===== config.mk =====
export PLATFORM = sky130hd
export DESIGN_NAME = antialiased_glyph_pixel_combine_core
export DESIGN_NICKNAME = d
export VERILOG_FILES = /design/src/rtl/agpc_pkg.sv /design/src/rtl/agpc_combine.sv /design/src/rtl/antialiased_glyph_pixel_combine_core.sv
export SDC_FILE = /design/constraint.sdc
export NUM_CORES = 1
export LEC_CHECK = 0
export ABC_AREA = 1
export BUFFER_PORTS_ARGS = -buffer_cell sky130_fd_sc_hd__buf_2
export CAP_MARGIN = 20
export CORE_MARGIN = 4
export CORE_UTILIZATION = 40
export CTS_CLUSTER_SIZE = 12
export DETAILED_ROUTE_END_ITERATION = 6
export HOLD_SLACK_MARGIN = 0.05
export MAX_ROUTING_LAYER = met4
export SLEW_MARGIN = 20
export SYNTH_ARGS = -nofsm -noshare
export SYNTH_HDL_FRONTEND = slang
export SYNTH_SLANG_ARGS = --single-unit

===== constraint.sdc =====
create_clock -name clk -period 8.36 [get_ports clk]
set_input_delay 0.836 -clock clk [delete_from_list [all_inputs] [get_ports clk]]
set_output_delay 0.836 -clock clk [all_outputs]
set_load 0.02 [all_outputs]

===== src/rtl/agpc_pkg.sv =====
// Shared constants and types for the antialiased glyph pixel combiner.
`timescale 1ns / 1ps

package agpc_pkg;

	// Packed 10-10-10 color helpers
	localparam logic [31:0] CH_MASK    = 32'h3fcf_f3fc;
	localparam logic [31:0] CARRY_BITS = 32'h4010_0400;
	localparam logic [31:0] CH_ONE     = 32'h0040_1004;
	localparam logic [31:0] INV_BASE   = 32'h1fc7_f1fc;

	localparam int unsigned NUM_LEVELS = 7;
	localparam int unsigned ADDR_W     = 5;
	localparam logic [2:0]  REG_ENERGY = 3'd7;

	typedef enum logic [2:0] {
		MODE_COPY   = 3'd0,
		MODE_OVER   = 3'd1,
		MODE_MAX    = 3'd2,
		MODE_MIN    = 3'd3,
		MODE_ADD    = 3'd4,
		MODE_SUB    = 3'd5,
		MODE_BLEND  = 3'd6,
		MODE_INVERT = 3'd7
	} mode_t;

	typedef struct packed {
		logic [2:0] mode;
		logic [2:0] coverage;
		logic [7:0] dest_red;
		logic [7:0] dest_green;
		logic [7:0] dest_blue;
	} pixel_t;

	typedef struct packed {
		logic        write_pixel;
		logic [14:0] rgb555_index;
	} result_t;

endpackage


===== src/rtl/agpc_combine.sv =====
// Combinational pixel combine datapath: one pixel and its level color to one result.
`timescale 1ns / 1ps

module agpc_combine (
	input  agpc_pkg::pixel_t  pix,
	input  logic [31:0]       level_color,
	input  logic [9:0]        energy_limit,
	output agpc_pkg::result_t res
);
	import agpc_pkg::*;

	logic [9:0]  sum;
	logic [3:0]  wgt;
	logic [3:0]  inv_wgt;
	logic [31:0] dest_wide;
	logic [31:0] dest_half;
	logic [31:0] dest_half8;
	logic [31:0] half_prod;
	logic [31:0] over_val;
	logic [31:0] add_sum;
	logic [31:0] add_carry;
	logic [31:0] add_fill;
	logic [31:0] sub_sum;
	logic [31:0] sub_carry;
	logic [31:0] sub_fill;
	logic [31:0] blend_tmp;
	logic [31:0] inv_base;
	logic [31:0] inv_prod;
	logic [31:0] color;
	logic        skip;
	mode_t       mode;

	assign mode = mode_t'(pix.mode);
	assign sum  = {2'b00, pix.dest_red} + {2'b00, pix.dest_green} + {2'b00, pix.dest_blue};

	// Full coverage counts as weight 8 so the destination drops out.
	assign wgt     = (pix.coverage == 3'd7) ? 4'd8 : {1'b0, pix.coverage};
	assign inv_wgt = 4'd8 - wgt;

	assign dest_wide = {2'b00, pix.dest_red, 2'b00, pix.dest_green, 2'b00, pix.dest_blue, 2'b00};
	assign dest_half = {5'd0, pix.dest_red[7:1], 3'd0, pix.dest_green[7:1], 3'd0,
		pix.dest_blue[7:1]};
	assign dest_half8 = {dest_half[28:0], 3'b000};

	assign half_prod = dest_half * {28'd0, inv_wgt};
	assign over_val  = level_color + half_prod;

	// Saturating add: a carry out of a channel floods that channel with ones.
	assign add_sum   = (level_color & CH_MASK) + dest_wide;
	assign add_carry = add_sum & CARRY_BITS;
	assign add_fill  = add_carry - (add_carry >> 8);

	// Saturating subtract: a missing carry clears the channel to zero.
	assign sub_sum   = ((level_color & CH_MASK) ^ CH_MASK) + dest_wide - CH_ONE;
	assign sub_carry = sub_sum & CARRY_BITS;
	assign sub_fill  = sub_carry - (sub_carry >> 8);

	assign blend_tmp = over_val & CH_MASK;

	assign inv_base = (INV_BASE - dest_half8) >> 2;
	assign inv_prod = inv_base * {28'd0, wgt};

	always_comb begin
		skip  = 1'b0;
		color = level_color;
		case (mode)
			MODE_COPY: begin
				color = level_color;
			end
			MODE_OVER: begin
				color = over_val;
			end
			MODE_MAX: begin
				skip  = (sum >= energy_limit);
				color = over_val;
			end
			MODE_MIN: begin
				skip  = (sum <= energy_limit);
				color = over_val;
			end
			MODE_ADD: begin
				color = add_sum | add_fill;
			end
			MODE_SUB: begin
				color = sub_sum & sub_fill;
			end
			MODE_BLEND: begin
				color = (blend_tmp >> 1) + {dest_half[29:0], 2'b00};
			end
			MODE_INVERT: begin
				color = dest_half8 + inv_prod;
			end
			default: begin
				color = level_color;
			end
		endcase
	end

	always_comb begin
		if (pix.coverage == 3'd0 || skip) begin
			res.write_pixel  = 1'b0;
			res.rgb555_index = 15'd0;
		end else begin
			res.write_pixel  = 1'b1;
			res.rgb555_index = {color[29:25], color[19:15], color[9:5]};
		end
	end

endmodule


===== src/rtl/antialiased_glyph_pixel_combine_core.sv =====
// Top level of the antialiased glyph pixel combiner: registers, handshake and pipeline.
`timescale 1ns / 1ps

// Combines one glyph pixel with its destination color and yields a write flag and an
// RGB555 inverse-palette index.
// Input channel: in_valid/in_ready carry one word with mode, coverage and the
// destination red, green and blue. Output channel: out_valid/out_ready carry one word
// with write_pixel and rgb555_index for every input word, in order.
// The APB port holds the seven per-level packed colors (byte addresses 0 to 24) and
// the energy limit (address 28); the user must write it only while no pixel is in
// flight, and the block itself does not enforce this. A pixel word is captured in an
// input register, combined in one pass, and captured in the result register once
// that register is free. Throughput is one pixel per cycle while the receiver does
// not stall, set by the single-pass combine between those two registers.
// When the receiver stalls, the result register holds its word and the input register
// still takes one more word; in_ready drops only when both are full.
// Reset clears both valid flags and all configuration registers to zero.

module antialiased_glyph_pixel_combine_core (
	input  logic                        clk,
	input  logic                        arst_n,
	input  logic                        psel,
	input  logic                        penable,
	input  logic                        pwrite,
	input  logic [agpc_pkg::ADDR_W-1:0] paddr,
	input  logic [31:0]                 pwdata,
	output logic [31:0]                 prdata,
	output logic                        pready,
	input  logic                        in_valid,
	output logic                        in_ready,
	input  logic [2:0]                  mode,
	input  logic [2:0]                  coverage,
	input  logic [7:0]                  dest_red,
	input  logic [7:0]                  dest_green,
	input  logic [7:0]                  dest_blue,
	output logic                        out_valid,
	input  logic                        out_ready,
	output logic                        write_pixel,
	output logic [14:0]                 rgb555_index
);
	import agpc_pkg::*;

	logic [31:0] level_color_q [NUM_LEVELS];
	logic [9:0]  energy_limit_q;
	logic [2:0]  reg_idx;
	logic        cfg_write;

	pixel_t      pix_s1;
	logic        valid_s1;
	logic [31:0] level_sel;
	result_t     res_comb;
	result_t     res_q;
	logic        out_valid_q;
	logic        advance;

	assign pready    = 1'b1;
	assign reg_idx   = paddr[4:2];
	assign cfg_write = psel & penable & pwrite;

	always_ff @(posedge clk or negedge arst_n) begin
		if (!arst_n) begin
			for (int k = 0; k < NUM_LEVELS; k++) begin
				level_color_q[k] <= 32'd0;
			end
			energy_limit_q <= 10'd0;
		end else if (cfg_write) begin
			if (reg_idx == REG_ENERGY) begin
				energy_limit_q <= pwdata[9:0];
			end else begin
				level_color_q[reg_idx] <= pwdata;
			end
		end
	end

	always_comb begin
		if (reg_idx == REG_ENERGY) begin
			prdata = {22'd0, energy_limit_q};
		end else begin
			prdata = level_color_q[reg_idx];
		end
	end

	// The result register frees up when it is empty or its word is being taken.
	assign advance  = !out_valid_q || out_ready;
	assign in_ready = !valid_s1 || advance;

	always_ff @(posedge clk or negedge arst_n) begin
		if (!arst_n) begin
			valid_s1    <= 1'b0;
			out_valid_q <= 1'b0;
		end else begin
			if (in_ready) begin
				valid_s1 <= in_valid;
			end
			if (advance) begin
				out_valid_q <= valid_s1;
			end
		end
	end

	always_ff @(posedge clk) begin
		if (in_ready && in_valid) begin
			pix_s1.mode       <= mode;
			pix_s1.coverage   <= coverage;
			pix_s1.dest_red   <= dest_red;
			pix_s1.dest_green <= dest_green;
			pix_s1.dest_blue  <= dest_blue;
		end
		if (advance && valid_s1) begin
			res_q <= res_comb;
		end
	end

	// Coverage zero never writes, so its level lookup is a don't-care.
	assign level_sel = (pix_s1.coverage == 3'd0) ? 32'd0
		: level_color_q[pix_s1.coverage - 3'd1];

	agpc_combine u_combine (
		.pix          (pix_s1),
		.level_color  (level_sel),
		.energy_limit (energy_limit_q),
		.res          (res_comb)
	);

	assign out_valid    = out_valid_q;
	assign write_pixel  = res_q.write_pixel;
	assign rgb555_index = res_q.rgb555_index;

endmodule


==> flow_summary.yaml, run 1 <==
clocking:
  clock_sinks: 282
  cts_hold_buffers: 0
  insertion_delay_ps: 570
  cts_made_buffers: 35
  cts_tree: "built"
  cts-resized-gates: 0
  h-tree-depth: 2
  clk_path_buf_depth: 3
  post_cts_buffers: 0
  clkTransAtPathRegs_ps: 60
  clockRootBuffer: "clkbuf_16"
placement:
  port_buffers: 121
  placed_area_mm2: 0.0268
  place_congestion: 0.952
  dp_hpwl_um: 63400
  preCtsSetupSlack_ps: 1090
logic_synthesis:
  synth-simple-area-share_pct: 21.4
  synth_cells: 3440
  synthFlopType: "dfrtp_1"
  syn_area_mm2: 0.0252
  syn_avg_cell_area_um2: 7.34
  synth_fa_ha_area_share_pct: 19.6
  synth-edff-count: 46
  synthMuxAreaShare_pct: 0
  seq_area_frac_synth_pct: 28.9
  synth_xor_xnor_area_share_pct: 1.56
  ys_warn_count: 0
  synth-async-reset-ratio_pct: 83.7
  synth_top_family_by_area: "simple AND/OR/NAND/NOR gates"
  yosysUniqueCellTypes: 65
  synth.net_count: 3837
  ys_ff_latch: 282
  synth_compound_area_share_pct: 18.3
worst_setup_path:
  startpoint_type: "flip-flop"
  crit_buf_inv: 3
  rr_worst_depth: 27
  cp_slowest_cell: "edfxtp_1"
  critPathTopFamily: "adder cells"
  endpoint_kind: "flip-flop"
  critPathKind: "reg2reg"
  critPathRequiredTime_ps: 8700
  r2r_start: "pix_s1[25]"
  r2r-end: "rgb555_index[7]"
  max_stage_delay_ps: 610
  crit_arrival_ps: 7630
  r2r_slack_ps: 1070
  worstPathMaxFanout: 14
floorplanning:
  fp.dieH_um: 259
  initial_core_util_pct: 40.7
  core_mm2: 0.0621
  ios: 125
  dieArea_mm2: 0.0672
  die_x_um: 259
  rows: 91
timing:
  slew_viol_final: 0
  max-slew-margin-rel_pct: 24.6
  min_period_ps: 7290
  clock_skew_ps: 37.5
  hold_ws_ps: 310
  hold_violations: 0
  fin_tns_setup_ps: 0
  max_freq_mhz: 137
  tightestPinTransition_ps: 1120
  fin_ws_ps: 1070
  timing.final.crit_share_pct: 87.2
  rsz0062_at_grt: "no"
  setup_viol_count_final: 0
final_layout:
  synthToLayoutAreaGrowth_pct: 10.7
  fill_cells: 6494
  multi_input_area_mm2: 0.0154
  regArea_mm2: 0.00729
  layout_common_cells: "762 x nand2_1, 541 x inv_1, 386 x o21ai_0"
  layout-drive-gt1-share_pct: 7.95
  design_area_mm2: 0.0279
  nets: 3907
  layout_commonest_cell: "nand2_1"
global_routing:
  grt_pass1_wl_um: 134000
  grt_use_total_pct: 26.3
  first_global_vias: 23089
  antenna_found_initial: 4
  overflow: 0
  grt_max_degree: 114
route:
  drc: 0
  drt_iter0_markers: 2007
  avgViaCountPerCell: 5.39
  wl_per_cell_um: 19.8
  num_vias: 23603
  ant_nets: 0
  routed_wl_um: 86700
  drtPass1Iterations: 5
job:
  max_cap_viol_count: 0
hold_path:
  min_path_type: "in2async"
outcome:
  outcome: "complete, no violations"
pwr:
  p_leak_uw: 0.0141
  power.total_uw: 7530
  ir_worst_vdd_mv: 0.143
  power_density_mw_per_mm2: 269
-- synthesized netlist by cell type (all sizes together), types with 7 or more instances --
master	number	area (µm²)
a211oi	16	120
a21boi	8	63.8
a21o	15	113
a21oi	232	1160
a221oi	33	289
a22oi	22	165
a31oi	15	93.8
and2	7	46.3
buf	20	95.1
clkbuf	108	405
dfrtp	236	5910
edfxtp	46	1380
fa	120	2400
ha	203	2540
inv	552	2070
nand2	783	3010
nand3	159	818
nand3b	15	113
nand4	27	181
nor2	248	946
nor3	31	165
o2111ai	10	87.6
o211ai	9	67.6
o21ai	394	1980
o21bai	11	86.3
o22ai	22	138
or2	8	50.1
xnor2	18	158
xor2	27	236
-- cell type report --
cell class	instances	share of cell area (%)
multi-input cells	2473	55.2
flip-flops and latches	282	26.1
inverters	557	7.50
well taps	837	3.75
clock buffers	50	3.66
repair buffers	161	3.35
clock inverters	12	0.385
diodes	4	0.0358
-- sequential cells by signal, summed over array words and instances, names as in the netlist --
register and flops:
rgb555_index 15, write_pixel 1, valid_s1 1, pix_s1 30, level_color_q 224, out_valid 1
energy_limit_q 10
-- metal layers --
metal | wire, µm | GRT usage, % | vias to the layer above
li1 | - | - | 11406
met1 | 38000 | 34.7 | 11181
met2 | 39900 | 42.7 | 856
met3 | 6010 | 3.82 | 160
met4 | 2730 | 7.26 | 0
met5 | 0 | - | -
-- power by group --
part	internal [µW]	switching, µW
Clock	886	630
Sequential	1680	190
Combinational	1470	2670
-- how the worst max path moves through the flow --
| stage | startpoint | endpoint | slack (ps) | cells past startpoint |
|---|---|---|---|---|
| 5_1_grt | pix_s1[25] | rgb555_index[13] | 540 | 35 |
| 3_3_place_gp | pix_s1[25] | rgb555_index[7] | 1100 | 30 |
| 3_5_place_dp | pix_s1[25] | rgb555_index[11] | 1090 | 33 |
| 4_1_cts | pix_s1[25] | rgb555_index[11] | 1050 | 33 |
| 6_report | pix_s1[25] | rgb555_index[7] | 1070 | 27 |
| 2_1_floorplan | pix_s1[24] | rgb555_index[13] | 880 | 42 |
-- per-stage QoR --
| step | std cells | utilization, % |
|---|---|---|
| 3_5_place_dp | 4309 | 43.1 |
| 6_report | 4376 | 45.0 |
| 5_1_grt | 4376 | 45.0 |
| 3_3_place_gp | 4309 | 43.1 |
| 4_1_cts | 4371 | 45.0 |
| 2_1_floorplan | 3440 | - |
-- logic make-up (layout without fill, tap and decap cells) --
kind of cell    after synthesis  in the layout
simple gates               1288           1288
compound gates              816            816
buf+inv                     685            780
fa+ha+maj                   323            323
flops                       282            282
xor+xnor                     45             45
other cells                   1              5
No activity file was read; power rests on OpenSTA's default activity.
==> run 2, diff against run 1 <==
Settings changed: ABC_AREA 1 to not set, ABC_CLOCK_PERIOD_IN_PS set to 8360.
==> run 2 against run 1 <==
  * Clock-buffer cell count down 5
  * Hold slack improved by 36 ps
  * Synthesized cell count fell by 28%
  * Worst setup slack lost 310 ps
  * Utilization is 0.18 points higher
  * Die area is 1.8% lower
  * Critical endpoint is now rgb555_index[12]
  * Largest cell class unchanged
==> flow_summary.yaml, run 2 <==
global_routing:
  first_global_vias: 20213
  grt_use_total_pct: 24.1
  grt_max_degree: 133
  grt_pass1_wl_um: 122000
  overflow: 0
  antenna_found_initial: 7
final_layout:
  largest_reg_flops: 224
  top_register: "level_color_q"
  nets: 2969
  layout_commonest_cell: "mux2_2"
  synthToLayoutAreaGrowth_pct: 11.0
  layout_common_cells: "275 x mux2_2, 258 x inv_1, 236 x dfrtp_1"
  fill_cells: 5809
  layout-drive-gt1-share_pct: 22.7
pwr:
  pwr-share-clk_pct: 20.5
  internal-power_uw: 3930
  ir_worst_vdd_mv: 0.161
  combPwrFrac_pct: 51.6
  power.total_uw: 6670
  p_leak_uw: 0.0128
  switchingPower_uw: 2750
  p_sw_share_pct: 41.2
  seqPwrFrac_pct: 27.8
  power_density_mw_per_mm2: 243
floorplanning:
  dieArea_mm2: 0.0659
  ios: 125
  die_x_um: 257
  core_mm2: 0.0608
  rows: 90
  initial_core_util_pct: 40.7
  fp.dieH_um: 257
logic_synthesis:
  ys_warn_count: 0
  synth_cells: 2477
  yosysUniqueCellTypes: 79
  synthTopCellsByArea: "dfrtp_1 24%, mux2_2 13%, ha_1 10%"
  synth.top_cells.by_count: "275 x mux2_2, 258 x inv_1, 236 x dfrtp_1"
  synth-edff-count: 46
  synthFlopType: "dfrtp_1"
  yosysTopAreaCell: "dfrtp_1"
  synth-simple-area-share_pct: 11.6
  yosysTopAreaCellShare_pct: 23.9
  syn_area_mm2: 0.0248
  synth_xor_xnor_area_share_pct: 2.76
  synth_fa_ha_area_share_pct: 20.0
  ys_ff_latch: 282
  synthMuxAreaShare_pct: 18.3
  seq_area_frac_synth_pct: 29.4
  synth-async-reset-ratio_pct: 83.7
  yosys.cell_count.top_type: "mux2_2"
  synth.net_count: 2874
  synth_compound_area_share_pct: 12.1
  synth_top_family_by_area: "adder cells"
  syn_avg_cell_area_um2: 10.0
route:
  wl_per_cell_um: 23.3
  drt_iter0_markers: 1253
  avgViaCountPerCell: 5.82
  drtPass1Iterations: 5
  num_vias: 19693
  ant_nets: 0
  routed_wl_um: 78900
  drc: 0
clocking:
  cts_made_buffers: 31
  cts_hold_buffers: 0
  post_cts_buffers: 0
  cts_tree: "built"
  clk_path_buf_depth: 3
  clock_sinks: 282
  clockRootBuffer: "clkbuf_16"
  cts-resized-gates: 0
  insertion_delay_ps: 600
  clkTransAtPathRegs_ps: 70
  h-tree-depth: 1
worst_setup_path:
  startpoint_type: "flip-flop"
  worstPathMaxFanout: 36
  critPathRequiredTime_ps: 8680
  crit_arrival_ps: 7920
  endpoint_kind: "flip-flop"
  critPathKind: "reg2reg"
hold_path:
  min_path_type: "in2async"
timing:
  max-slew-margin-rel_pct: 23.9
  hold_violations: 0
  slew_viol_final: 0
  setup_viol_count_final: 0
  rsz0062_at_grt: "no"
  min_period_ps: 7600
  tightestPinTransition_ps: 1140
  max_freq_mhz: 132
  timing.final.crit_share_pct: 90.9
  clock_skew_ps: 15.2
  fin_tns_setup_ps: 0
job:
  max_cap_viol_count: 0
placement:
  port_buffers: 121
  dp_hpwl_um: 57500
  place_congestion: 0.950
outcome:
  outcome: "complete, no violations"
run 2: logic make-up after synthesis:
family / count (synthesis)
xor+xnor: 78
other cells: 1
simple gates: 605
compound gates: 448
mux: 354
buf+inv: 386
fa+ha+maj: 323
flops: 282
run 2: power by group through the flow:
stage / clock network [µW] / logic, µW / registers, µW
2_1_floorplan: 0 / 2500 / 1840
3_3_place_gp: 0 / 3310 / 1860
3_5_place_dp: 0 / 3390 / 1880
4_1_cts: 1410 / 3410 / 1850
5_1_grt: 1470 / 3820 / 1890
6_report: 1370 / 3450 / 1860
run 2: path summary, 6_finish.rpt:
kind / end / slack [ps] / depth (start not counted) / from
min reg2reg: out_valid / 500 / 1 / valid_s1
max: rgb555_index[12] / 760 / 27 / pix_s1[24]
max reg2reg: rgb555_index[12] / 760 / 27 / pix_s1[24]
max in group asynchronous: level_color_q[99] / 6570 / 2 / arst_n
min: level_color_q[85] / 350 / 1 / arst_n
min in group clk: pix_s1[5] / 410 / 1 / dest_blue[5]
run 2: per-stage QoR:
stage	cell area, µm²	util (%)	hold slack [ps]	setup WS, ps	instances
finish	27500	45.2	346	762	3384
global route	27500	45.2	370	275	3382
CTS	27500	45.2	372	811	3374
detailed placement	26500	43.5	484	836	3320
global placement	26500	43.5	466	916	3320
floorplan	24800	-	449	314	2477
run 2: layout make-up:
cell class	count	area [µm²]	area share [%]
antenna	9	22.5	0.0819
clock buffer	45	910	3.31
clock inverter	9	81.3	0.296
inverter	259	972	3.54
multi-input combinational	1809	16100	58.6
sequential	282	7290	26.5
tap	782	978	3.56
timing repair buffer	189	1130	4.11
run 2: critical path, stage by stage (launching register included):
cell and delay (ps):
edfxtp_1 360, buf_4 390, inv_1 240, ha_4 670
buf_4 530, mux4_2 300, nor2_1 40, nor3_1 490
inv_1 120, fa_1 500, inv_1 40, ha_1 390
a211o_1 310, a211o_1 300, a311oi_1 340, o311ai_1 180
nand3_1 240, nand2b_1 120, a21oi_1 210, xnor2_1 150
ha_1 290, a21oi_1 130, o22ai_1 90, a22oi_1 240
o21ai_0 140, nor3_1 190, and3_1 170, a31oi_1 90
run 2: routing by layer:
metal  vias up  GRT usage, %  wire [µm]
li1       8980             -          -
met1      9957          31.6      34000
met2       637          39.5      37700
met3       119          4.09       5300
met4         0          5.30       1990
met5         -             -          0
